==> src/fbc_pkg.sv <==
package fbc_pkg;

    localparam int PLANE_REGS  = 4;
    localparam int AXES        = 3;
    localparam int COORD_W     = 24;
    localparam int NORMAL_W    = 16;
    localparam int PRODUCT_W   = COORD_W + NORMAL_W;
    localparam int DIST_W      = 32;
    localparam int DIST_SHIFT  = 13;
    localparam int ACC_W       = DIST_W + DIST_SHIFT + 1;
    localparam int COUNT_W     = 32;
    localparam int CFG_INDEX_W = 4;
    localparam int CFG_DATA_W  = NORMAL_W * AXES;
    localparam int PLANE_IDX_W = $clog2(PLANE_REGS);

    localparam logic [CFG_INDEX_W-1:0] CFG_NORMAL_BASE = CFG_INDEX_W'(0);
    localparam logic [CFG_INDEX_W-1:0] CFG_DIST_BASE   = CFG_INDEX_W'(PLANE_REGS);
    localparam logic [CFG_INDEX_W-1:0] CFG_REG_END     = CFG_INDEX_W'(2 * PLANE_REGS);

    typedef logic signed [COORD_W-1:0]   coord_t;
    typedef coord_t [AXES-1:0]            coord_vec_t;
    typedef logic signed [NORMAL_W-1:0]  normal_t;
    typedef logic [CFG_DATA_W-1:0]       plane_normal_t;
    typedef logic signed [DIST_W-1:0]    dist_t;
    typedef logic signed [PRODUCT_W-1:0] product_t;
    typedef logic signed [ACC_W-1:0]     acc_t;
    typedef logic [COUNT_W-1:0]          count_t;
    typedef logic [CFG_INDEX_W-1:0]      cfg_index_t;

    typedef struct packed {
        logic load_b;
        logic load_c;
    } stage_ctrl_t;

endpackage

==> src/fbc_plane_lane.sv <==
module fbc_plane_lane
    import fbc_pkg::*;
(
    input  logic          clk,
    input  stage_ctrl_t   ctrl,
    input  plane_normal_t normal,
    input  dist_t         distance,
    input  coord_vec_t    box_lo,
    input  coord_vec_t    box_hi,
    output logic          front
);

    product_t product_next [AXES];
    product_t product_reg  [AXES];
    acc_t     dot_sum;
    acc_t     dist_scaled;
    logic     front_next;
    logic     front_reg;

    // pick the corner coordinate that maximises each term of the dot product
    always_comb
    begin
        normal_t n;
        coord_t  c;
        for (int a = 0; a < AXES; a++)
        begin
            n = normal_t'(normal[a*NORMAL_W +: NORMAL_W]);
            c = n[NORMAL_W-1] ? box_lo[a] : box_hi[a];
            product_next[a] = product_t'(n) * product_t'(c);
        end
    end

    always_comb
    begin
        dot_sum = '0;
        for (int a = 0; a < AXES; a++)
        begin
            dot_sum = dot_sum + acc_t'(product_reg[a]);
        end
        dist_scaled = acc_t'(distance) <<< DIST_SHIFT;
        front_next  = (dot_sum >= dist_scaled);
    end

    always_ff @(posedge clk)
    begin
        if (ctrl.load_b)
        begin
            product_reg <= product_next;
        end
        if (ctrl.load_c)
        begin
            front_reg <= front_next;
        end
    end

    assign front = front_reg;

endmodule

==> config.mk <==
export PLATFORM = sky130hd
export DESIGN_NAME = fbc_plane_lane
export DESIGN_NICKNAME = d
export VERILOG_FILES = /design/src/fbc_pkg.sv /design/src/fbc_plane_lane.sv
export SDC_FILE = /design/constraint.sdc
export NUM_CORES = 2
export LEC_CHECK = 0
export BUFFER_PORTS_ARGS = -buffer_cell sky130_fd_sc_hd__buf_2
export CAP_MARGIN = 20
export CORE_ASPECT_RATIO = 1.5
export CORE_UTILIZATION = 30
export CTS_CLUSTER_DIAMETER = 40
export DETAILED_ROUTE_END_ITERATION = 8
export HOLD_SLACK_MARGIN = 0.05
export SYNTH_ARGS = -nofsm -noshare
export SYNTH_HDL_FRONTEND = slang
export SYNTH_SLANG_ARGS = --single-unit
==> constraint.sdc <==
create_clock -name clk -period 9.8 [get_ports clk]
set_input_delay 0 -clock clk [delete_from_list [all_inputs] [get_ports clk]]
set_output_delay 0 -clock clk [all_outputs]
set_load 0.05 [all_outputs]
==> metrics.yaml <==
antenna_found_initial: 9
area_growth_pct: 7.62
fin_crit_ps: 7190
worstPathBufferInverterCount: 4
cts_setup_buffers: 0
tightest_slew_ps: 898
setup_tns_ps: 0
ys_async_sr_fraction_pct: 0
critPathSlowestCell: "clkinv_1"
syn_inst: 5334
hpwl_um: 118000
gp_congestion: 0.911
root_buffer: "clkbuf_16"
crit_fanout: 31
fin_worst_skew_ps: 8.26
grt_max_degree: 67
synth.distinct_cells: 70
finalSetupViolations: 0
hold_slack_ps: 122
std_cell_rows: 182
maxSlewViolCount: 0
critPathTopFamily: "adder cells"
cpPeakStageDelay_ps: 890
slew_headroom_pct: 40.0
core_area_um2: 164000
yosysSeqAreaShare_pct: 7.36
r2r_setup_slack_ps: 2780
post_drt_wl_per_cell_um: 18.1
cts_buffers: 17
grt_pass1_wl_um: 219000
synthFlopType: "edfxtp_1"
max_cap_violations: 0
r2r_start: "product_reg[1]$_DFFE_PP_"
arrival_ps: 7370
htreeDepth: 4
die-width_um: 333
syn-num-nets: 7090
crit_required_ps: 9980
r2r_cells: 24
port_buffers: 227
clock_sinks: 121
rsz0062_at_grt: "no"
clock_latency_ps: 440
r2r-end: "front$_DFFE_PP_"
hold_class: "in2reg"
largest_register_ff_count: 120
overflow: 0
hold_viol: 0
finalCritPeriodShare_pct: 73.3
ctsResizeCount: 0
hold_end: "product_reg[38]$_DFFE_PP_"
cts_tree: "done"
critical_path_class: "in2reg"
routed_wl_um: 137000
die_y_um: 499
synthesis.area_um2: 49400
cp_cell_sequence: "buf_2, clkinv_1, nor2_1, fa_1, fa_1, fa_1, fa_1, fa_1, inv_1, fa_1, inv_1, ha_1, and3_1, nand2_1, a2111oi_1, o21ai_1, a211oi_1, o31ai_1, o21bai_1, a21oi_1, xnor2_1"
drc: 0
synth_edf_count: 121
nFillCells: 17000
initial_core_util_pct: 30.2
cts_buffer_depth: 2
drive_above_1_share_pct: 6.48
synth_top_area_cell: "fa_1"
grt_util_all_layers_pct: 16.9
ant_nets: 0
drt-initial-drc-count: 1690
nNetsFinal: 7156
fmax_mhz: 139
grt_pass1_vias: 40100
synth-warning-count: 0
critical_path.most_common_cell: "fa_1"
hold_start: "ctrl[1]"
synth-seq-cells: 121
synthTopCellsByArea: "fa_1 (47%), inv_1 (10%), ha_1 (9.3%), edfxtp_1 (7.4%), and2_1 (5.3%)"
viasPerCell: 4.74
syn_area_per_cell_um2: 9.26
cp-start-kind: "input pin"
clkTransAtPathRegs_ps: 60
drt_pass1_iterations: 7
min_delay_path_depth: 1
status: "finished, final reports clean"
io_pins: 228
dieArea_um2: 166000
vias: 35700
end_kind: "flop"
netlist.area_leader.share_pct: 47.1
[cells by family after synthesis]
| family | count (synthesis) | synth area share (%) |
|---|---|---|
| buf+inv | 1541 | 11.7 |
| xor+xnor | 149 | 2.64 |
| mux | 75 | 1.69 |
| fa+ha+maj | 1529 | 56.4 |
| compound gates | 446 | 5.81 |
| simple gates | 1473 | 14.4 |
| flops | 121 | 7.36 |
[cells in the mapped netlist, types with 9 or more instances]
master	number
ha_1	366
nand3_1	23
and3_1	11
o21bai_1	18
nand2_1	695
fa_1	1163
xor2_1	37
nor2b_1	56
nand2b_1	49
inv_1	1354
clkbuf_1	175
edfxtp_1	121
a21boi_0	9
a211o_1	9
buf_1	9
nand4_1	20
nor3_1	24
xnor2_1	112
a211oi_1	20
mux2_2	69
nor2_1	140
o21ai_0	80
a31oi_1	12
o211ai_1	14
a21oi_1	139
a21o_1	72
o21a_1	19
and2_1	419
[how the worst max path moves through the flow]
stage,to,slack [ps],depth (start not counted),startpoint
finish,product_reg[39]$_DFFE_PP_,2610,21,normal[47]
detailed placement,product_reg[78]$_DFFE_PP_,2210,21,normal[31]
global route,product_reg[39]$_DFFE_PP_,2160,24,normal[47]
global placement,product_reg[39]$_DFFE_PP_,2320,25,normal[47]
CTS,product_reg[76]$_DFFE_PP_,2620,21,normal[31]
floorplan,product_reg[119]$_DFFE_PP_,3260,23,normal[15]
[layout by cell type (no fill, tap or decap), drive strengths merged, types with 6 or more instances in the layout]
master	instances
a21oi	140
nand3	23
and2	419
nand2	695
inv	1359
ha	366
edfxtp	121
a211o	9
mux2i	6
o21bai	18
xor2	37
xnor2	112
o21a	19
or3	6
a31oi	12
nor2	140
a21o	72
o31ai	7
a21boi	11
fa	1163
or2	6
nand4	20
nor3b	6
o211ai	14
a211oi	21
nor2b	56
clkbuf	17
and3	11
buf	231
mux2	69
o21ai	89
nand2b	49
nor3	24
[layout make-up]
type                            instances  area [um^2]  area share [%]
Timing Repair Buffer                  232         1180            2.22
Tap cell                             2116         2650            4.98
Multi-Input combinational cell       3672        40000            75.2
Clock buffer                           17          425           0.800
Inverter                             1356         5090            9.57
Clock inverter                         15          190           0.358
Antenna cell                            5         12.5          0.0235
Sequential cell                       121         3630            6.84
[timing repair]
action,4_1_cts,5_1_grt
endpoints found under the setup margin,0,0
hold buffers,1,0
endpoints found under the hold margin,1,0
[layer usage]
metal / global-route usage (%) / part of all wire [%]
met2: 31.7 / 54
met4: 7.50 / 5.0
met3: 1.73 / 3.8
met1: 19.2 / 37
met5: 0 / 0.037
[metrics by stage]
stage	area (um^2)	utilization, %	std cells	worst slack (ps)
after floorplan	49400	-	5334	3260
after global placement	52500	32.1	7496	2320
after detailed placement	52500	32.1	7496	2210
after CTS	53100	32.5	7529	2620
after global routing	53100	32.5	7529	2160
final	53200	32.5	7534	2610
Power is not shown: default switching activity piles up to over one toggle a cycle in this logic, so the estimate is an artifact.
