--- src/fbc_pkg.sv ---
package fbc_pkg;

    localparam int PLANE_REGS  = 4;
    localparam int AXES        = 3;
    localparam int COORD_W     = 24;
    localparam int NORMAL_W    = 16;
    localparam int PRODUCT_W   = COORD_W + NORMAL_W;
    localparam int DIST_W      = 32;
    localparam int DIST_SHIFT  = 13;
    localparam int ACC_W       = DIST_W + DIST_SHIFT + 1;
    localparam int COUNT_W     = 32;
    localparam int CFG_INDEX_W = 4;
    localparam int CFG_DATA_W  = NORMAL_W * AXES;
    localparam int PLANE_IDX_W = $clog2(PLANE_REGS);

    localparam logic [CFG_INDEX_W-1:0] CFG_NORMAL_BASE = CFG_INDEX_W'(0);
    localparam logic [CFG_INDEX_W-1:0] CFG_DIST_BASE   = CFG_INDEX_W'(PLANE_REGS);
    localparam logic [CFG_INDEX_W-1:0] CFG_REG_END     = CFG_INDEX_W'(2 * PLANE_REGS);

    typedef logic signed [COORD_W-1:0]   coord_t;
    typedef coord_t [AXES-1:0]            coord_vec_t;
    typedef logic signed [NORMAL_W-1:0]  normal_t;
    typedef logic [CFG_DATA_W-1:0]       plane_normal_t;
    typedef logic signed [DIST_W-1:0]    dist_t;
    typedef logic signed [PRODUCT_W-1:0] product_t;
    typedef logic signed [ACC_W-1:0]     acc_t;
    typedef logic [COUNT_W-1:0]          count_t;
    typedef logic [CFG_INDEX_W-1:0]      cfg_index_t;

    typedef struct packed {
        logic load_b;
        logic load_c;
    } stage_ctrl_t;

endpackage

--- src/fbc_box_bounds.sv ---
module fbc_box_bounds
    import fbc_pkg::*;
(
    input  logic       clk,
    input  logic       load,
    input  coord_t     min_x,
    input  coord_t     min_y,
    input  coord_t     min_z,
    input  coord_t     max_x,
    input  coord_t     max_y,
    input  coord_t     max_z,
    output coord_vec_t box_lo,
    output coord_vec_t box_hi
);

    coord_vec_t lo_in;
    coord_vec_t hi_in;
    coord_vec_t lo_next;
    coord_vec_t hi_next;
    coord_vec_t lo_reg;
    coord_vec_t hi_reg;

    assign lo_in = {min_z, min_y, min_x};
    assign hi_in = {max_z, max_y, max_x};

    always_comb
    begin
        for (int a = 0; a < AXES; a++)
        begin
            if ($signed(lo_in[a]) < $signed(hi_in[a]))
            begin
                lo_next[a] = lo_in[a];
                hi_next[a] = hi_in[a];
            end
            else
            begin
                lo_next[a] = hi_in[a];
                hi_next[a] = lo_in[a];
            end
        end
    end

    always_ff @(posedge clk)
    begin
        if (load)
        begin
            lo_reg <= lo_next;
            hi_reg <= hi_next;
        end
    end

    assign box_lo = lo_reg;
    assign box_hi = hi_reg;

endmodule

--- config.mk ---
export PLATFORM = sky130hd
export DESIGN_NAME = fbc_box_bounds
export DESIGN_NICKNAME = d
export VERILOG_FILES = /design/src/fbc_pkg.sv /design/src/fbc_box_bounds.sv
export SDC_FILE = /design/constraint.sdc
export NUM_CORES = 1
export LEC_CHECK = 0
export BUFFER_PORTS_ARGS = -buffer_cell sky130_fd_sc_hd__buf_2
export CORE_ASPECT_RATIO = 0.75
export CORE_MARGIN = 1.5
export CORE_UTILIZATION = 30
export DETAILED_ROUTE_END_ITERATION = 8
export HOLD_SLACK_MARGIN = 0.08
export RECOVER_POWER = 50
export SETUP_SLACK_MARGIN = 0.5
export SLEW_MARGIN = 25
export SYNTH_ARGS = -nofsm -noshare
export SYNTH_HDL_FRONTEND = slang
export SYNTH_SLANG_ARGS = --single-unit
export TNS_END_PERCENT = 30
--- constraint.sdc ---
create_clock -name clk -period 4.4 [get_ports clk]
set_input_delay 0.44 -clock clk [delete_from_list [all_inputs] [get_ports clk]]
set_output_delay 0.44 -clock clk [all_outputs]
set_load 0.02 [all_outputs]
==> results of run 1 <==
-- synthesized netlist by cell type (13+ instances only) --
master	n	area share, %
nor2_1	70	2.4
inv_1	69	2.4
nor2b_1	73	4.2
buf_2	40	1.8
edfxtp_1	144	39
o21ai_0	15	0.68
nand2_1	148	5.1
clkbuf_1	40	1.4
a21oi_1	23	1.0
and2_1	138	7.9
ha_1	69	7.9
o211ai_1	58	4.0
o211ai_2	80	9.1
o22ai_1	138	7.9
nand4_1	13	0.74
-- kinds of logic after synthesis --
kind of cell | Yosys count | share of synthesized area (%)
simple gates | 475 | 22.1
buf+inv | 159 | 6.57
fa+ha+maj | 69 | 7.85
flops | 144 | 39.3
mux | 3 | 0.307
compound gates | 332 | 23.9
-- worst min path at each step --
stage,start,endpoint,cells past startpoint
3_5_place_dp,max_x[23],box_hi[23],2
2_1_floorplan,load,box_hi[0],0
4_1_cts,max_x[23],box_hi[23],2
5_1_grt,max_y[23],box_lo[47],2
3_3_place_gp,max_y[23],box_lo[47],2
6_report,max_x[23],box_hi[23],2
-- area by class of cell --
cell class | count | area, um^2
tap | 465 | 582
antenna | 3 | 7.51
clock buffer | 18 | 429
inverter | 69 | 259
multi-input combinational | 879 | 6000
sequential | 144 | 4320
clock inverter | 14 | 116
timing repair buffer | 307 | 1500
fill | 3647 | 22700
-- stage by stage --
step                hold WS, ns  worst slack, ns
floorplan                 0.552             2.02
global placement          0.760            0.989
detailed placement        0.767            0.927
CTS                       0.282             1.41
global route              0.297            0.688
finish                    0.310             1.03
-- power by group through the flow --
stage | sequential (mW) | clock [mW] | combinational [mW]
after global routing | 1.85 | 1.50 | 1.60
final | 1.82 | 1.40 | 1.45
after CTS | 1.82 | 1.45 | 1.49
after global placement | 1.85 | 0 | 1.46
after floorplan | 2.10 | 0 | 0.745
after detailed placement | 1.85 | 0 | 1.48
-- routing by layer --
layer  GRT usage (%)  share of wire [%]  vias to the layer above
met1            23.0                 46                     4640
li1                -                  -                     4824
met3            4.48                6.6                       32
met4            4.82                1.6                        6
met2            27.6                 46                      300
met5               0               0.14                        -
-- registers in the layout, indices dropped and copies added (netlist names) --
name and flops:
box_lo 72, box_hi 72
==> flow_summary.toml, run 1 <==
[outcome]
outcome = "complete, but fails checks"
violations = "max-capacitance violations, max-slew violations"

[pwr]
share_seq_of_total_power_pct = 39.0
finalPower_mw = 4.68
combinationalPowerShare_pct = 31.1
pwr-share-clk_pct = 29.9
netSwitchingFraction_pct = 34.6
net_load_switching_power_mw = 1.62
leakage_nw = 5.59
ir_drop_mv = 0.208
p_int_mw = 3.06
power_per_cell_area_nw_per_um2 = 354

[routing]
num_vias = 9802
wire_length_after_detailed_routing_mm = 33.0
1st_pass_router_iterations = 5
detail-route-antenna-nets = 0
detail_route.vias_per_cell = 5.16
avgRoutedWirePerCell_um = 17.4
detailed_route_iter0_violations = 523
drc = 0

[clock_network]
cts_tree = "done"
cts.root.buffer_cell = "clkbuf_16"
post-cts-setup-buffer-count = 0
tritoncts_num_sinks = 144
numCtsBuffers = 17
clkTransAtPathRegs_ns = 0.07
cts_hold_repair.buffers = 0
clock_tree.htree_level_count = 4
cts_repair_resize_count = 0
clock_path_buffers = 2

[finish]
design.final.nets = 1633
layout.cells.most_common_list = "buf_2 (216), nand2_1 (148), edfxtp_1 (144)"
final_core_util_pct = 36.8
final_design_area_no_fill_um2 = 13200
fraction_of_final_layout_cells_with_drive_strength_greater_than_1_pct = 25.1
final_common_cell = "buf_2"
areaGrowthSynthToFinish_pct = 20.2
fin_cells = 1899

[timing]
report.final.hold_viol_count = 0
timing.slew.headroom_pct = -136
tns_ns = 0
fin_crit_sh_pct = 76.6
max_freq_mhz = 297
max_slew.worst_pin.slew_ns = 3.54
count_of_endpoints_failing_setup_in_the_final_report = 0
slew_violations = 60
unrepaired_setup_endpoints_after_global_routing = "false"
final_period_minus_worst_setup_slack_ns = 3.37

[worst_hold_path]
timing.hold.worst.class = "primary input to flop"

[grt]
total_gr_overflow = 0
grt_start_max_net_pins = 94
vias_in_the_first_global_route = 9322
antenna_found_initial = 8
grt_use_total_pct = 17.2
grt_first_pass_wirelength_mm = 51.0

[synth]
synth_enable_flop_cells = 144
ys_types = 34
synth_sequential_area_ratio_pct = 39.3
syn_avg_cell_area_um2 = 9.30
synth_nets = 1397
ys.warnings.count = 0
postSynthRegisterBits = 144
postSynth.topFlopCell = "edfxtp_1"
synth_cells = 1182
netlist_area_um2 = 11000
async_flop_share_pct = 0

[worst_setup_path]
path_class = "primary input to flop"
crit_chain = "clkbuf_1 > buf_12"
critical_path_peak_fanout = 85
worstPathRequired_ns = 4.48
critPathLaunchType = "primary input"
timing.critical_path.arrival_ns = 3.45
path_depth = 2
timing.critical_path.slowest_cell_delay_ns = 2.43
critical-path-slowest-cell = "clkbuf_1"
setup.worst_path.end = "box_hi[44]"
critical-path-top-delay-family = "buffers and inverters"
type_of_destination_of_the_critical_path = "flop"
timing.critical_path.from = "load"
worstPathBufferInverterCount = 2

[placed_design]
placedInstanceArea_um2 = 12800
place.detailed.hpwl_mm = 23.6
port_buffers = 289
dp_cells = 1864
gp_routability_congestion = 0.833

[floorplan]
floorplan.core_area_um2 = 36000
die_w_um = 224
fp.dieH_um = 169
row_count = 60
initial_core_util_pct = 30.6
io_pins = 290
dieArea_um2 = 37800

[flow_run]
number_of_violations_of_the_max_capacitance_limit = 1
Power figures use the tool's default switching activity.
==> run 2, diff against run 1 <==
==> constraint.sdc (replaced) <==
create_clock -name clk -period 3.2 [get_ports clk]
set_input_delay 0.32 -clock clk [delete_from_list [all_inputs] [get_ports clk]]
set_output_delay 0.32 -clock clk [all_outputs]
set_load 0.02 [all_outputs]
==> run 2 against run 1 <==
  * The flow still finishes with violations (max-capacitance violations, max-slew violations)
  * Largest power group unchanged
  * Largest cell class unchanged
  * Critical endpoint is now box_lo[35]
  * Die area unchanged
  * Via count grew 0.80%
  * Highest routed layer unchanged
  * Routed wire length increased by 1.4%
==> flow_summary.toml, run 2 (same netlist as run 1, synthesis figures left out) <==
[outcome]
outcome = "complete, but fails checks"
violations = "max-capacitance violations, max-slew violations"

[flow_run]
number_of_violations_of_the_max_capacitance_limit = 1

[timing]
tns_ns = 0
fin_crit_sh_pct = 81.8
unrepaired_setup_endpoints_after_global_routing = "false"
final_period_minus_worst_setup_slack_ns = 2.62
count_of_endpoints_failing_setup_in_the_final_report = 0
slew_violations = 69
max_freq_mhz = 382
max_slew.worst_pin.slew_ns = 1.93
timing.slew.headroom_pct = -29.0
report.final.hold_viol_count = 0

[grt]
vias_in_the_first_global_route = 9428
total_gr_overflow = 0
grt_use_total_pct = 17.4
grt_first_pass_wirelength_mm = 51.4
grt_start_max_net_pins = 93
antenna_found_initial = 10

[routing]
wire_length_after_detailed_routing_mm = 33.4
detail_route.vias_per_cell = 5.17
1st_pass_router_iterations = 5
avgRoutedWirePerCell_um = 17.5
detailed_route_iter0_violations = 607
detail-route-antenna-nets = 0
drc = 0
num_vias = 9880

[floorplan]
initial_core_util_pct = 30.6
io_pins = 290
row_count = 60
dieArea_um2 = 37800
die_w_um = 224
floorplan.core_area_um2 = 36000
fp.dieH_um = 169

[finish]
final_design_area_no_fill_um2 = 13400
layout.cells.most_common_list = "buf_2 (216), nand2_1 (148), edfxtp_1 (144)"
fraction_of_final_layout_cells_with_drive_strength_greater_than_1_pct = 25.5
final_common_cell = "buf_2"
num-fill-cells = 3693
areaGrowthSynthToFinish_pct = 21.5
fin_cells = 1912
design.final.nets = 1643

[worst_setup_path]
path_class = "primary input to flop"
critical_path_peak_fanout = 68
type_of_destination_of_the_critical_path = "flop"
worstPathBufferInverterCount = 2
timing.critical_path.arrival_ns = 2.67
worstPathRequired_ns = 3.26
critical-path-top-delay-family = "buffers and inverters"
crit_chain = "clkbuf_2 > clkbuf_2"
crit_top_cell = "clkbuf_2"
critPathLaunchType = "primary input"
timing.critical_path.slowest_cell_delay_ns = 1.35
critical-path-slowest-cell = "clkbuf_2"

[worst_hold_path]
timing.hold.worst.class = "primary input to flop"

[placed_design]
port_buffers = 289
dp_cells = 1874
gp_routability_congestion = 0.830
place.detailed.hpwl_mm = 24.5
placedInstanceArea_um2 = 12900

[clock_network]
tritoncts_num_sinks = 144
clock_path_buffers = 2
clkTransAtPathRegs_ns = 0.07
cts.root.buffer_cell = "clkbuf_16"
cts_tree = "done"
cts_repair_resize_count = 0
clock_tree.htree_level_count = 4
cts_hold_repair.buffers = 0
post-cts-setup-buffer-count = 0
numCtsBuffers = 17

[pwr]
ir_drop_mv = 0.241
power_per_cell_area_nw_per_um2 = 489
leakage_nw = 5.66
## run 2: cell count changes in the layout (fill, tap and decap cells not counted)
cell,delta
buf_12,+4
clkinv_4,+3
clkinv_1,+1
diode_2,+3
nor4_2,+1
bufinv_16,+1
inv_6,-1
clkinvlp_4,-2
buf_4,+3
clkinv_2,-2
nor4_4,-1
clkbuf_2,+3
## run 2: layout make-up
type / count / area, um^2 / area share (%)
clock buffer: 18 / 429 / 3.21
multi-input combinational: 879 / 5990 / 44.8
inverter: 69 / 259 / 1.94
antenna: 6 / 15.0 / 0.112
sequential: 144 / 4320 / 32.4
timing repair buffer: 317 / 1620 / 12.1
tap: 465 / 582 / 4.35
clock inverter: 14 / 143 / 1.07
## run 2: where the power goes
part / leakage, nW / total (mW) / switching, mW / internal (mW)
clock network: 0.267 / 2.01 / 0.861 / 1.14
registers: 1.40 / 2.52 / 0.0837 / 2.44
logic: 3.99 / 2.02 / 1.30 / 0.719
total: 5.66 / 6.54 / 2.24 / 4.30
## run 2: per-layer routing
metal | wire (um) | track usage (%) | up-vias | part of all wire (%)
li1 | - | - | 4850 | -
met1 | 15200 | 22.7 | 4678 | 46
met2 | 15000 | 27.1 | 298 | 45
met3 | 2240 | 4.86 | 46 | 6.7
met4 | 983 | 7.52 | 8 | 2.9
met5 | 47 | 0 | - | 0.14
## run 2: path summary, 6_finish.rpt
check / from / endpoint / cells past startpoint
max: load / box_lo[35] / 2
min: max_x[23] / box_hi[23] / 2
## run 2: per-stage QoR
stage | setup slack (ns) | total power, mW | hold slack, ns | utilization (%)
final | 0.584 | 6.54 | 0.214 | 37.2
after global routing | 0.372 | 6.90 | 0.185 | 37.2
after CTS | 0.896 | 6.66 | 0.169 | 37.5
after detailed placement | 0.417 | 4.61 | 0.649 | 35.9
after global placement | 0.437 | 4.57 | 0.643 | 35.9
after floorplan | 0.936 | 3.92 | 0.432 | -
==> run 3, diff against run 2 <==
==> constraint.sdc (replaced) <==
create_clock -name clk -period 2.6 [get_ports clk]
set_input_delay 0.26 -clock clk [delete_from_list [all_inputs] [get_ports clk]]
set_output_delay 0.26 -clock clk [all_outputs]
set_load 0.02 [all_outputs]
==> run 3 against run 2 <==
  * The run still ends with max-capacitance violations, max-slew violations left
  * Clock-buffer cell count decreased by 1
  * Cell count is 0.31% higher
  * Non-clock buffer count rose by 11
  * Clock power grew 25%
  * Global-route usage down 0.12 points
  * Die area stayed put
  * Utilization up 0.58 points
  * Total power increased by 25%
  * Hold slack worse by 0.050 ns
  * Design area up 1.6%
  * Routed wire length grew 0.99%
  * Largest cell class unchanged
==> flow_summary.toml, run 3 (same netlist as run 1, synthesis figures left out) <==
[clock_network]
post-cts-setup-buffer-count = 0
clock_path_buffers = 2
cts_tree = "done"
tritoncts_num_sinks = 144
numCtsBuffers = 17
clock_tree.htree_level_count = 4
cts_hold_repair.buffers = 0
cts.root.buffer_cell = "clkbuf_16"
clkTransAtPathRegs_ns = 0.07

[finish]
final_common_cell = "buf_2"
final_design_area_no_fill_um2 = 13600
fraction_of_final_layout_cells_with_drive_strength_greater_than_1_pct = 27.3
fin_cells = 1918
areaGrowthSynthToFinish_pct = 23.4
design.final.nets = 1654
layout.cells.most_common_list = "buf_2 (216), nand2_1 (146), edfxtp_1 (144)"

[worst_setup_path]
timing.critical_path.slowest_cell_delay_ns = 1.06
critical-path-top-delay-family = "buffers and inverters"
critical-path-slowest-cell = "clkbuf_2"
critPathLaunchType = "primary input"
worstPathRequired_ns = 2.67
critical_path_peak_fanout = 52
timing.critical_path.arrival_ns = 2.22
worstPathBufferInverterCount = 2
path_class = "primary input to flop"
crit_chain = "clkbuf_2 > clkbuf_4"
type_of_destination_of_the_critical_path = "flop"

[timing]
timing.slew.headroom_pct = -1.87
final_period_minus_worst_setup_slack_ns = 2.16
fin_crit_sh_pct = 82.9
worst_slack_ns = 0.443
unrepaired_setup_endpoints_after_global_routing = "true"
report.final.hold_viol_count = 0
slew_violations = 53
max_freq_mhz = 464
max_slew.worst_pin.slew_ns = 1.53
count_of_endpoints_failing_setup_in_the_final_report = 0

[outcome]
violations = "max-capacitance violations, max-slew violations"
outcome = "complete, but fails checks"

[floorplan]
row_count = 60
floorplan.core_area_um2 = 36000
io_pins = 290
initial_core_util_pct = 30.6
dieArea_um2 = 37800
fp.dieH_um = 169
die_w_um = 224

[grt]
grt_first_pass_wirelength_mm = 51.2
grt_use_total_pct = 17.3
vias_in_the_first_global_route = 9363
total_gr_overflow = 0
grt_start_max_net_pins = 93
antenna_found_initial = 5

[worst_hold_path]
min_to = "box_lo[47]"
hold-path-cell-count = 2
timing.hold.worst.class = "primary input to flop"
hold_path_startpoint = "max_y[23]"

[routing]
1st_pass_router_iterations = 5
drc = 0
num_vias = 10105
detail_route.vias_per_cell = 5.27
detail-route-antenna-nets = 0
wire_length_after_detailed_routing_mm = 33.8
avgRoutedWirePerCell_um = 17.6
detailed_route_iter0_violations = 615

[flow_run]
number_of_violations_of_the_max_capacitance_limit = 1

[pwr]
leakage_nw = 5.73
net_load_switching_power_mw = 2.83
finalPower_mw = 8.17
ir_drop_mv = 0.370
share_seq_of_total_power_pct = 38.0
pwr-share-clk_pct = 30.8
combinationalPowerShare_pct = 31.2
p_int_mw = 5.34
power_per_cell_area_nw_per_um2 = 602
netSwitchingFraction_pct = 34.6

[placed_design]
dp_cells = 1885
place_worst_setup_slack_ns = -0.0856
placedInstanceArea_um2 = 13100
port_buffers = 289
place.detailed.hpwl_mm = 24.7
gp_routability_congestion = 0.826
## run 3: cell count changes in the layout (fill, tap and decap cells not counted), sizes merged
cell,delta
buf,+10
diode,-5
inv,+2
clkinv,-1
## run 3: repair_timing
item / 4_1_cts / 5_1_grt
resized for setup: 1 / 5
pin swaps: 0 / 1
setup endpoints to repair: 47 / 106
## run 3: power by group through the flow
stage	sequential, mW	clock (mW)	combinational (mW)
floorplan	3.56	0	1.29
global placement	3.15	0	2.54
detailed placement	3.14	0	2.59
CTS	3.10	2.61	2.60
global route	3.14	2.68	2.79
finish	3.11	2.52	2.55
## run 3: cell type report
type	count	area (um^2)
multi-input cells	879	6130
flip-flops and latches	144	4320
well taps	465	582
fillers	3629	22400
inverters	69	259
repair buffers	328	1690
diodes	1	2.50
clock buffers	17	425
clock inverters	15	160
## run 3: metal layers
metal	share of wire [%]	vias to the layer above	wire, um	global-route usage (%)
li1	-	4864	-	-
met1	46	4834	15600	24.0
met2	45	362	15000	26.4
met3	7.3	41	2460	4.29
met4	1.9	4	652	5.67
met5	0.068	-	23	0
## run 3: how the worst max path moves through the flow
stage                   start         end  slack [ns]  cells after the start
CTS                  max_z[1]  box_hi[69]        0.51                     11
detailed placement  max_y[23]  box_hi[35]       -0.09                     10
finish                   load  box_lo[45]        0.44                      2
global placement     max_z[1]  box_hi[69]        0.05                     11
global route             load  box_lo[45]        0.26                      2
floorplan           max_x[17]  box_lo[10]        0.46                     10
## run 3: metrics by stage
| step | util [%] | hold WS, ns | TNS, ns |
|---|---|---|---|
| after floorplan | - | 0.372 | 0 |
| after global placement | 36.3 | 0.597 | 0 |
| after detailed placement | 36.3 | 0.606 | -2.86 |
| after CTS | 38.0 | 0.131 | 0 |
| after global routing | 37.7 | 0.138 | 0 |
| final | 37.7 | 0.164 | 0 |
