--- src/fbc_pkg.sv ---
package fbc_pkg;

    localparam int PLANE_REGS  = 4;
    localparam int AXES        = 3;
    localparam int COORD_W     = 24;
    localparam int NORMAL_W    = 16;
    localparam int PRODUCT_W   = COORD_W + NORMAL_W;
    localparam int DIST_W      = 32;
    localparam int DIST_SHIFT  = 13;
    localparam int ACC_W       = DIST_W + DIST_SHIFT + 1;
    localparam int COUNT_W     = 32;
    localparam int CFG_INDEX_W = 4;
    localparam int CFG_DATA_W  = NORMAL_W * AXES;
    localparam int PLANE_IDX_W = $clog2(PLANE_REGS);

    localparam logic [CFG_INDEX_W-1:0] CFG_NORMAL_BASE = CFG_INDEX_W'(0);
    localparam logic [CFG_INDEX_W-1:0] CFG_DIST_BASE   = CFG_INDEX_W'(PLANE_REGS);
    localparam logic [CFG_INDEX_W-1:0] CFG_REG_END     = CFG_INDEX_W'(2 * PLANE_REGS);

    typedef logic signed [COORD_W-1:0]   coord_t;
    typedef coord_t [AXES-1:0]            coord_vec_t;
    typedef logic signed [NORMAL_W-1:0]  normal_t;
    typedef logic [CFG_DATA_W-1:0]       plane_normal_t;
    typedef logic signed [DIST_W-1:0]    dist_t;
    typedef logic signed [PRODUCT_W-1:0] product_t;
    typedef logic signed [ACC_W-1:0]     acc_t;
    typedef logic [COUNT_W-1:0]          count_t;
    typedef logic [CFG_INDEX_W-1:0]      cfg_index_t;

    typedef struct packed {
        logic load_b;
        logic load_c;
    } stage_ctrl_t;

endpackage

--- src/fbc_cfg_regs.sv ---
module fbc_cfg_regs
    import fbc_pkg::*;
(
    input  logic                            clk,
    input  logic                            rst_n,
    input  logic                            cfg_valid,
    input  cfg_index_t                      cfg_index,
    input  logic [CFG_DATA_W-1:0]           cfg_data,
    output plane_normal_t [PLANE_REGS-1:0]  normals,
    output dist_t [PLANE_REGS-1:0]          distances
);

    plane_normal_t [PLANE_REGS-1:0] normal_reg;
    dist_t [PLANE_REGS-1:0]         dist_reg;
    logic [PLANE_IDX_W-1:0]         slot;

    assign slot = cfg_index[PLANE_IDX_W-1:0];

    always_ff @(posedge clk or negedge rst_n)
    begin
        if (!rst_n)
        begin
            normal_reg <= '0;
            dist_reg   <= '0;
        end
        else if (cfg_valid)
        begin
            if (cfg_index inside {[CFG_NORMAL_BASE:CFG_DIST_BASE-1]})
            begin
                normal_reg[slot] <= cfg_data;
            end
            else if (cfg_index inside {[CFG_DIST_BASE:CFG_REG_END-1]})
            begin
                dist_reg[slot] <= dist_t'(cfg_data[DIST_W-1:0]);
            end
        end
    end

    assign normals   = normal_reg;
    assign distances = dist_reg;

endmodule

--- config.mk ---
export PLATFORM = sky130hd
export DESIGN_NAME = fbc_cfg_regs
export DESIGN_NICKNAME = d
export VERILOG_FILES = /design/src/fbc_pkg.sv /design/src/fbc_cfg_regs.sv
export SDC_FILE = /design/constraint.sdc
export NUM_CORES = 1
export LEC_CHECK = 0
export BUFFER_PORTS_ARGS = -buffer_cell sky130_fd_sc_hd__buf_2
export CORE_ASPECT_RATIO = 1.5
export CORE_MARGIN = 5
export CORE_UTILIZATION = 50
export CTS_BUF_LIST = sky130_fd_sc_hd__clkbuf_4 sky130_fd_sc_hd__clkbuf_8
export DETAILED_ROUTE_END_ITERATION = 10
export PLACE_DENSITY = 0.78
export SLEW_MARGIN = 10
export SYNTH_ARGS = -nofsm -noshare
export SYNTH_HDL_FRONTEND = slang
export SYNTH_SLANG_ARGS = --single-unit
--- constraint.sdc ---
create_clock -name clk -period 1.6 [get_ports clk]
set_input_delay 0.24 -clock clk [delete_from_list [all_inputs] [get_ports clk]]
set_output_delay 0.24 -clock clk [all_outputs]
set_load 0.02 [all_outputs]
==> results.txt, run 1 <==
status -> finished clean
die area -> 0.02704 mm²
Crit path arrival time -> 1140 ps
Startpoint Class -> flop
Critical R2R Launch -> normals[138]
Hold Path Stages -> 2
placed wire-length estimate -> 21900 µm
nets@finish -> 1195
synthesized flop and latch total -> 320
CTS Buffer Depth -> 3
Post-Route WL -> 31210 µm
Sw Pwr -> 8.298 mW
Initial Util -> 50.47%
Worst-Margin Slew -> 444.0 ps
TritonRoute pass-1 iters -> 4
Max Cap Viol -> 0
core area -> 0.02357 mm²
GPL Wtd Cong -> 0.7949
share of layout cells above drive strength 1 -> 60.34%
Internal Power -> 16.87 mW
CP top delay family -> flip-flops
fmax -> 0.7230 GHz
crit-path max FO -> 2
vias per cell -> 5.096
DRT iter0 DRCs -> 210
PwrDens -> 1584 mW/mm²
Post-CTS Setup Inserts -> 0
H-tree depth -> 2
leakage -> 7.925 nW
Post-DRT Antenna Nets -> 0
clock skew -> 0 ps
cell count after synthesis -> 685
r2r worst-path depth -> 1
synthesized area -> 0.01190 mm²
Global Route met2 Usage -> 40.05%
Num CTS Buffers -> 48
CTS Sinks -> 320
chip height -> 198.9 µm
ranking of synthesized cells by area -> dfrtp_1, mux2_2, mux2_1
Max transition margin -> 70.40%
crit-path cells -> buf_2
placed insts -> 1373
DR DRC count -> 0
via count -> 7614
final period utilization -> 86.45%
Max stage delay cell, worst path -> dfrtp_1
Sequential Power Share -> 43.4%
Final Max Slew Viols -> 0
final total power -> 25.17 mW
Seq/Total Area, Yosys -> 67.32%
WHS Endpoint -> normals[17]
Synth top area share -> 67.32%
busiest layer in global routing -> met2
Netlist cell types -> 12
# setup viols final -> 0
CTS tree -> yes
RSZ-0062 raised after global routing -> no
R2R Setup Slk -> 790 ps
initial antenna violation count -> 0
cts hold-fix bufs -> 36
chip width -> 135.9 µm
Final Critical Period -> 1383 ps
post-detailed-route wirelength per cell -> 20.89 µm
Ant. Diodes -> 0
GR Overflow Total -> 0
CP endpoint kind -> output pin
Layout Cells excl Fill -> 1494
critical setup path kind -> reg2out
first-pass GRT wire length -> 48550 µm
Clock transition at path regs -> 60 ps
crit path buf inv count -> 1
Reg2Reg Capture Point -> normals[138]
Clock Power Share -> 28.8%
HP Start -> cfg_data[17]
Clock Latency Late Sink -> 550 ps
Sw Ratio -> 32.97%
Peak VDD IR -> 0.001067 V
Net Count, Synth -> 740
I/O pins -> 375
CP Data Required Time -> 1360 ps
slowest stage delay, CP -> 410 ps
Total GRT Usage -> 23.31%
met1 global-route usage -> 27.32%
IO buf count -> 374
mean post-synth cell area -> 17.37 µm²
post-CTS sizing -> 0
Comb pwr share -> 27.8%
Fin. Hold Viols -> 0
Clk Tree Root Cell -> clkbuf_8
met3 Use GR -> 6.123%
pin count of the biggest net entering global routing -> 51
Hold/Removal Path Class -> in2reg
Filler cells -> 1684
vias in the first global route -> 8520
num rows -> 69
Synth warnings -> 0
Area Growth Syn to Fin -> 33.60%
Synth area leader -> dfrtp_1
-- worst max path at each step --
stage	start	end	slack [ps]	cells past startpoint
floorplan	cfg_index[3]	normals[171]	140	5
global placement	cfg_index[3]	distances[92]	-120	5
detailed placement	cfg_index[3]	distances[115]	-140	6
CTS	distances[36]	distances[36]	160	1
global route	distances[36]	distances[36]	150	1
finish	distances[36]	distances[36]	220	1
-- registers in the layout, summed over array words and instances (netlist names) --
name / flops
normals: 192
distances: 128
-- cells in the mapped netlist --
library cell and count:
nor2b_1 1, mux2_1 105, dfrtp_1 320, nor3b_2 3, nand2b_1 1, nor2_1 2
nand3b_1 3, nand2_1 2, buf_2 19, mux2_2 215, buf_4 13, clkbuf_1 1
-- layout make-up --
cell class | count | area [µm²] | area share [%]
clock buffer | 76 | 983.4 | 6.188
sequential | 320 | 8008 | 50.39
multi-input combinational | 332 | 3724 | 23.43
clock inverter | 9 | 100.1 | 0.6299
timing repair buffer | 438 | 2678 | 16.85
tap | 319 | 399.1 | 2.512
-- power groups by stage --
stage	registers (mW)	logic [mW]	clock network [mW]
floorplan	13.4	1.56	0
global placement	11.0	6.86	0
detailed placement	11.0	7.01	0
CTS	10.9	7.09	7.43
global route	11.1	7.43	7.79
finish	10.9	7.00	7.24
-- cell families (layout without fill, tap and decap cells) --
kind of cell / after synthesis / in the layout / share of synthesized area [%]
DFF: 320 / 320 / 67.32
and+or+nand+nor: 12 / 12 / 0.7364
buffers and inverters: 33 / 523 / 1.651
muxes: 320 / 320 / 30.29
-- cells in the final DEF (no fill, tap or decap) --
cell | netlist | routed
nand3b_1 | 3 | 3
buf_2 | 19 | 373
buf_12 | 0 | 18
clkbuf_8 | 0 | 66
clkbuf_4 | 0 | 10
mux2_2 | 215 | 215
nor2_4 | 0 | 1
nor2b_4 | 0 | 1
nand2b_2 | 0 | 1
nand2_2 | 0 | 1
clkinv_2 | 0 | 5
nor2_1 | 2 | 1
nand2_1 | 2 | 1
nor3b_2 | 3 | 1
nor3b_4 | 0 | 2
bufinv_16 | 0 | 2
mux2_1 | 105 | 105
buf_8 | 0 | 1
dfrtp_1 | 320 | 320
dlygate4sd3_1 | 0 | 36
buf_4 | 13 | 10
clkinvlp_4 | 0 | 2
-- layer usage --
metal,part of all wire [%],wire [µm]
met1,37,11520
met2,51,15940
met3,7.0,2180
met4,5.0,1566
met5,0,0
-- per-stage QoR --
| stage | TNS (ps) | instance area (µm²) | setup WS (ps) | util [%] | hold slack (ps) |
|---|---|---|---|---|---|
| final | 0 | 15890 | 216.8 | 67.43 | 41.83 |
| after global routing | 0 | 15890 | 145.4 | 67.43 | 13.67 |
| after CTS | 0 | 15890 | 160.9 | 67.43 | 3.486 |
| after detailed placement | -19220 | 14450 | -142.0 | 61.30 | 191.3 |
| after global placement | -16050 | 14450 | -116.0 | 61.30 | 190.4 |
| after floorplan | 0 | 11900 | 136.3 | - | -55.59 |
(Power assumes the default switching activity.)
==> inputs of run 2 (changes only) <==
--- a/config.mk
+++ b/config.mk
@@ -6,12 +6,14 @@
 export NUM_CORES = 1
 export LEC_CHECK = 0
 export BUFFER_PORTS_ARGS = -buffer_cell sky130_fd_sc_hd__buf_2
+export CELL_PAD_IN_SITES_DETAIL_PLACEMENT = 0
+export CELL_PAD_IN_SITES_GLOBAL_PLACEMENT = 1
 export CORE_ASPECT_RATIO = 1.5
 export CORE_MARGIN = 5
-export CORE_UTILIZATION = 50
+export CORE_UTILIZATION = 43
 export CTS_BUF_LIST = sky130_fd_sc_hd__clkbuf_4 sky130_fd_sc_hd__clkbuf_8
 export DETAILED_ROUTE_END_ITERATION = 10
-export PLACE_DENSITY = 0.78
+export PLACE_DENSITY_LB_ADDON = 0.1
 export SLEW_MARGIN = 10
 export SYNTH_ARGS = -nofsm -noshare
 export SYNTH_HDL_FRONTEND = slang
==> constraint.sdc (replaced) <==
create_clock -name clk -period 1.35 [get_ports clk]
set_input_delay 0.2025 -clock clk [delete_from_list [all_inputs] [get_ports clk]]
set_output_delay 0.2025 -clock clk [all_outputs]
set_load 0.02 [all_outputs]
==> results.txt, run 2 (synthesized netlist as in run 1, its figures left out) <==
GPL Wtd Cong -> 0.7639 (was 0.7949)
vias per cell -> 4.970 (was 5.096)
Max Cap Viol -> 0 (unchanged)
chip width -> 145.8 µm (was 135.9 µm)
Total GRT Usage -> 21.36% (was 23.31%)
PwrDens -> 1823 mW/mm² (was 1584 mW/mm²)
Final Critical Period -> 1329 ps
Initial Util -> 43.55% (was 50.47%)
Area Growth Syn to Fin -> 52.00% (was 33.60%)
most frequent cells in the layout -> dfrtp_1, buf_6, mux2_2 (was buf_2, dfrtp_1, mux2_2)
Worst-Margin Slew -> 369.9 ps (was 444.0 ps)
CTS tree -> yes (unchanged)
vias in the first global route -> 8526 (was 8520)
Clock transition at path regs -> 60 ps (about the same)
Num CTS Buffers -> 49 (was 48)
r2r worst-path depth -> 3 (was 1)
leakage -> 8.677 nW (was 7.925 nW)
crit-path max FO -> 2 (unchanged)
pin count of the biggest net entering global routing -> 68 (was 51)
TritonRoute pass-1 iters -> 4 (unchanged)
first-pass GRT wire length -> 51830 µm (was 48550 µm)
placed wire-length estimate -> 23210 µm (was 21900 µm)
post-route core utilization -> 66.20% (was 67.43%)
DRT iter0 DRCs -> 205 (was 210)
chip height -> 213.7 µm (was 198.9 µm)
Ant. Diodes -> 0 (unchanged)
I/O pins -> 375 (unchanged)
slowest stage delay, CP -> 410 ps (about the same)
initial antenna violation count -> 0 (unchanged)
dpl cell area -> 0.01452 mm² (was 0.01445 mm²)
Startpoint Class -> flop (unchanged)
Final Max Slew Viols -> 0 (unchanged)
Crit path arrival time -> 1130 ps (was 1140 ps)
Reg2Reg Capture Point -> normals[94] (was normals[138])
CTS Buffer Depth -> 3 (unchanged)
share of layout cells above drive strength 1 -> 61.15% (was 60.34%)
CP Data Required Time -> 1150 ps (was 1360 ps)
commonest non-fill, non-tap cell in the layout -> dfrtp_1 (was buf_2)
post-detailed-route wirelength per cell -> 21.79 µm (was 20.89 µm)
GR Overflow Total -> 0 (unchanged)
Hold/Removal Path Class -> in2async (was in2reg)
CTS Sinks -> 320 (unchanged)
crit path buf inv count -> 1 (unchanged)
final period utilization -> 98.41%
Post-DRT Antenna Nets -> 0 (unchanged)
clock skew -> 0 ps (unchanged)
Post-Route WL -> 34320 µm (was 31210 µm)
via count -> 7827 (was 7614)
cell area after layout -> 0.01808 mm² (was 0.01589 mm²)
Clock Latency Late Sink -> 570 ps (was 550 ps)
CP top delay family -> flip-flops (unchanged)
CP endpoint kind -> output pin (unchanged)
die area -> 0.03116 mm² (was 0.02704 mm²)
number of flip-flops under the largest register name -> 192 (unchanged)
Filler cells -> 1984 (was 1684)
DR DRC count -> 0 (unchanged)
IO buf count -> 374 (unchanged)
crit-path cells -> buf_6 (was buf_2)
status -> finished clean (unchanged)
final total power -> 32.96 mW (was 25.17 mW)
Peak VDD IR -> 0.001080 V (was 0.001067 V)
R2R Setup Slk -> 280 ps (was 790 ps)
H-tree depth -> 2 (unchanged)
Max transition margin -> 75.34% (was 70.40%)
Max stage delay cell, worst path -> dfrtp_1 (unchanged)
nets@finish -> 1252 (was 1195)
# setup viols final -> 0 (unchanged)
hold slack -> 84.97 ps (was 41.83 ps)
Critical R2R Launch -> normals[94] (was normals[138])
num rows -> 74 (was 69)
RSZ-0062 raised after global routing -> yes (was no)
fmax -> 0.7527 GHz
Fin. Hold Viols -> 0 (unchanged)
Clk Tree Root Cell -> clkbuf_8 (unchanged)
critical setup path kind -> reg2out (unchanged)
core area -> 0.02731 mm² (was 0.02357 mm²)
==> run 2: layout make-up <==
type / count / area, µm² / area share, %
multi-input combinational: 332 / 3724 / 20.59
clock buffer: 85 / 1064 / 5.882
tap: 342 / 427.9 / 2.367
clock inverter: 2 / 12.51 / 0.06920
timing repair buffer: 494 / 4846 / 26.80
sequential: 320 / 8008 / 44.29
==> run 2: metrics by stage <==
| stage | std cells | worst slack (ps) | TNS (ps) |
|---|---|---|---|
| 2_1_floorplan | 685 | -40.96 | -2687 |
| 3_3_place_gp | 1404 | -283.7 | -56790 |
| 3_5_place_dp | 1404 | -271.5 | -60690 |
| 4_1_cts | 1555 | -35.02 | -576.4 |
| 5_1_grt | 1575 | -41.51 | -1832 |
| 6_report | 1575 | 21.50 | 0 |
==> run 2: routing by layer <==
metal | routed length (µm) | vias up | GRT usage (%)
met2 | 18010 | 299 | 37.72
met5 | 0 | - | 0
met4 | 1137 | 0 | 8.063
met1 | 12480 | 4009 | 24.19
met3 | 2687 | 64 | 7.167
li1 | - | 3455 | -
==> run 2: repair_timing <==
action,4_1_cts,5_1_grt
hold buffers,49,0
setup endpoints to repair,233,213
resized for setup,461,93
endpoints found under the hold margin,611,0
buffers inserted,15,20
==> run 2: how the worst max path moves through the flow <==
stage	to	slack, ps	cells after the start	from
2_1_floorplan	distances[73]	-40	4	cfg_index[3]
3_3_place_gp	distances[40]	-280	6	cfg_index[3]
3_5_place_dp	distances[40]	-270	6	cfg_index[3]
4_1_cts	distances[92]	-40	1	distances[92]
5_1_grt	normals[79]	-40	1	normals[79]
6_report	normals[79]	20	1	normals[79]
==> run 2: report_power, final <==
part | total [mW] | internal (mW) | switching (mW)
Sequential | 13.4 | 11.8 | 1.52
Clock | 8.56 | 4.91 | 3.65
Combinational | 11.0 | 5.74 | 5.29
==> inputs of run 3 (changes only) <==
--- a/config.mk
+++ b/config.mk
@@ -6,7 +6,7 @@
 export NUM_CORES = 1
 export LEC_CHECK = 0
 export BUFFER_PORTS_ARGS = -buffer_cell sky130_fd_sc_hd__buf_2
-export CELL_PAD_IN_SITES_DETAIL_PLACEMENT = 0
+export CELL_PAD_IN_SITES_DETAIL_PLACEMENT = 1
 export CELL_PAD_IN_SITES_GLOBAL_PLACEMENT = 1
 export CORE_ASPECT_RATIO = 1.5
 export CORE_MARGIN = 5
==> constraint.sdc (replaced) <==
create_clock -name clk -period 1.35 [get_ports clk]
set_input_delay 0.2025 -clock clk [delete_from_list [all_inputs] [get_ports clk]]
set_output_delay 0.2025 -clock clk [all_outputs]
set_load 0.05 [all_outputs]
==> results.txt, run 3 (synthesized netlist as in run 1, its figures left out) <==
chip width -> 145.8 µm (unchanged)
pin count of the biggest net entering global routing -> 68 (unchanged)
Final Critical Period -> 1394 ps (was 1329 ps)
PwrDens -> 2140 mW/mm² (was 1823 mW/mm²)
number of flip-flops under the largest register name -> 192 (unchanged)
RSZ-0062 raised after global routing -> yes (unchanged)
crit path buf inv count -> 1 (unchanged)
vias per cell -> 5.063 (was 4.970)
Placement Setup Slack -> -288.1 ps (was -271.5 ps)
CP top delay family -> flip-flops (unchanged)
I/O pins -> 375 (unchanged)
placed wire-length estimate -> 24810 µm (was 23210 µm)
GR Overflow Total -> 0 (unchanged)
placed insts -> 1404 (unchanged)
Startpoint Class -> flop (unchanged)
dpl cell area -> 0.01452 mm² (unchanged)
Peak VDD IR -> 0.001332 V (was 0.001080 V)
TritonRoute pass-1 iters -> 4 (unchanged)
CP endpoint kind -> output pin (unchanged)
CTS Sinks -> 320 (unchanged)
failing checks -> setup timing
CTS Buffer Depth -> 3 (unchanged)
Max transition margin -> 75.30% (was 75.34%)
share of layout cells above drive strength 1 -> 63.24% (was 61.15%)
final worst slack -> -43.55 ps (was 21.50 ps)
leakage -> 9.097 nW (was 8.677 nW)
Max Cap Viol -> 0 (unchanged)
DR DRC count -> 0 (unchanged)
Area Growth Syn to Fin -> 58.76% (was 52.00%)
Layout Cells excl Fill -> 1646 (was 1575)
Clk Tree Root Cell -> clkbuf_8 (unchanged)
vias in the first global route -> 9520 (was 8526)
H-tree depth -> 2 (unchanged)
crit-path cells -> buf_6 (unchanged)
CP Data Required Time -> 1150 ps (about the same)
critical setup path kind -> reg2out (unchanged)
Initial Util -> 43.55% (unchanged)
DRT iter0 DRCs -> 233 (was 205)
final period utilization -> 103.2% (was 98.41%)
# setup viols final -> 67 (was 0)
crit-path max FO -> 2 (unchanged)
Fin. Hold Viols -> 0 (unchanged)
Clock transition at path regs -> 70 ps (was 60 ps)
Max stage delay cell, worst path -> dfrtp_1 (unchanged)
CTS tree -> yes (unchanged)
Post-DRT Antenna Nets -> 0 (unchanged)
num rows -> 74 (unchanged)
post-detailed-route wirelength per cell -> 25.94 µm (was 21.79 µm)
status -> finished, violations left (was finished clean)
fmax -> 0.7176 GHz (was 0.7527 GHz)
most frequent cells in the layout -> dfrtp_1, buf_6, mux2_2 (unchanged)
Post-Route WL -> 42690 µm (was 34320 µm)
IO buf count -> 374 (unchanged)
core area -> 0.02731 mm² (unchanged)
first-pass GRT wire length -> 63290 µm (was 51830 µm)
chip height -> 213.7 µm (unchanged)
die area -> 0.03116 mm² (unchanged)
final total power -> 40.41 mW (was 32.96 mW)
initial antenna violation count -> 0 (unchanged)
Worst-Margin Slew -> 370.6 ps (was 369.9 ps)
Hold/Removal Path Class -> in2async (unchanged)
hold slack -> 68.38 ps (was 84.97 ps)
nets@finish -> 1318 (was 1252)
Num CTS Buffers -> 49 (unchanged)
Clock Latency Late Sink -> 570 ps (about the same)
cell area after layout -> 0.01888 mm² (was 0.01808 mm²)
slowest stage delay, CP -> 420 ps (was 410 ps)
GPL Wtd Cong -> 0.7639 (unchanged)
clock skew -> 0 ps (unchanged)
Final Max Slew Viols -> 0 (unchanged)
Crit path arrival time -> 1190 ps (was 1130 ps)
Filler cells -> 2393 (was 1984)
Total GRT Usage -> 26.74% (was 21.36%)
via count -> 8333 (was 7827)
==> run 3: cell count changes in the layout (fill, tap and decap cells not counted) <==
| cell | before | now |
|---|---|---|
| buf_4 | 57 | 120 |
| bufinv_16 | 0 | 1 |
| clkbuf_4 | 17 | 14 |
| clkinvlp_4 | 1 | 2 |
| clkbuf_8 | 68 | 67 |
| buf_2 | 95 | 53 |
| diode_2 | 0 | 1 |
| clkinv_2 | 1 | 7 |
| buf_6 | 275 | 320 |
==> run 3: layout make-up <==
cell class	instances	area, µm²	area share [%]
antenna	1	2.502	0.01325
clock buffer	81	1027	5.440
clock inverter	10	80.08	0.4240
multi-input combinational	332	3724	19.72
sequential	320	8008	42.40
tap	342	427.9	2.266
timing repair buffer	560	5615	29.74
==> run 3: power breakdown <==
part	internal (mW)	switching (mW)
Combinational	6.78	11.1
Clock	5.00	3.91
Sequential	11.8	1.79
Total	23.6	16.8
==> run 3: metal layers <==
metal | part of all wire (%) | wire, µm | global-route usage, %
met5 | 0 | 0 | 0
met4 | 4.4 | 1892 | 11.93
met3 | 6.3 | 2691 | 7.759
met2 | 54 | 23190 | 48.85
met1 | 35 | 14920 | 28.86
==> run 3: final timing paths <==
path / slack (ps) / to / from / cells past startpoint
setup reg to reg: 270 / normals[85] / normals[85] / 3
hold reg to reg: 510 / normals[178] / normals[178] / 1
max in group asynchronous: 620 / normals[28] / rst_n / 3
hold / removal: 70 / normals[189] / rst_n / 2
setup / recovery: -40 / normals[108] / normals[108] / 1
min in group clk: 240 / distances[75] / cfg_index[0] / 4
==> run 3: repair_timing <==
item	4_1_cts	5_1_grt
hold buffers	49	0
setup endpoints to repair	320	320
resized for setup	640	0
endpoints found under the hold margin	623	0
pin swaps	0	0
setup buffers	40	61
==> run 3: per-stage QoR <==
step                      util, %  TNS [ps]
after global placement      53.17    -56790
after CTS                   67.45     -7357
after global routing        69.13    -12270
after floorplan                 -     -2687
after detailed placement    53.17    -64110
final                       69.14    -636.9
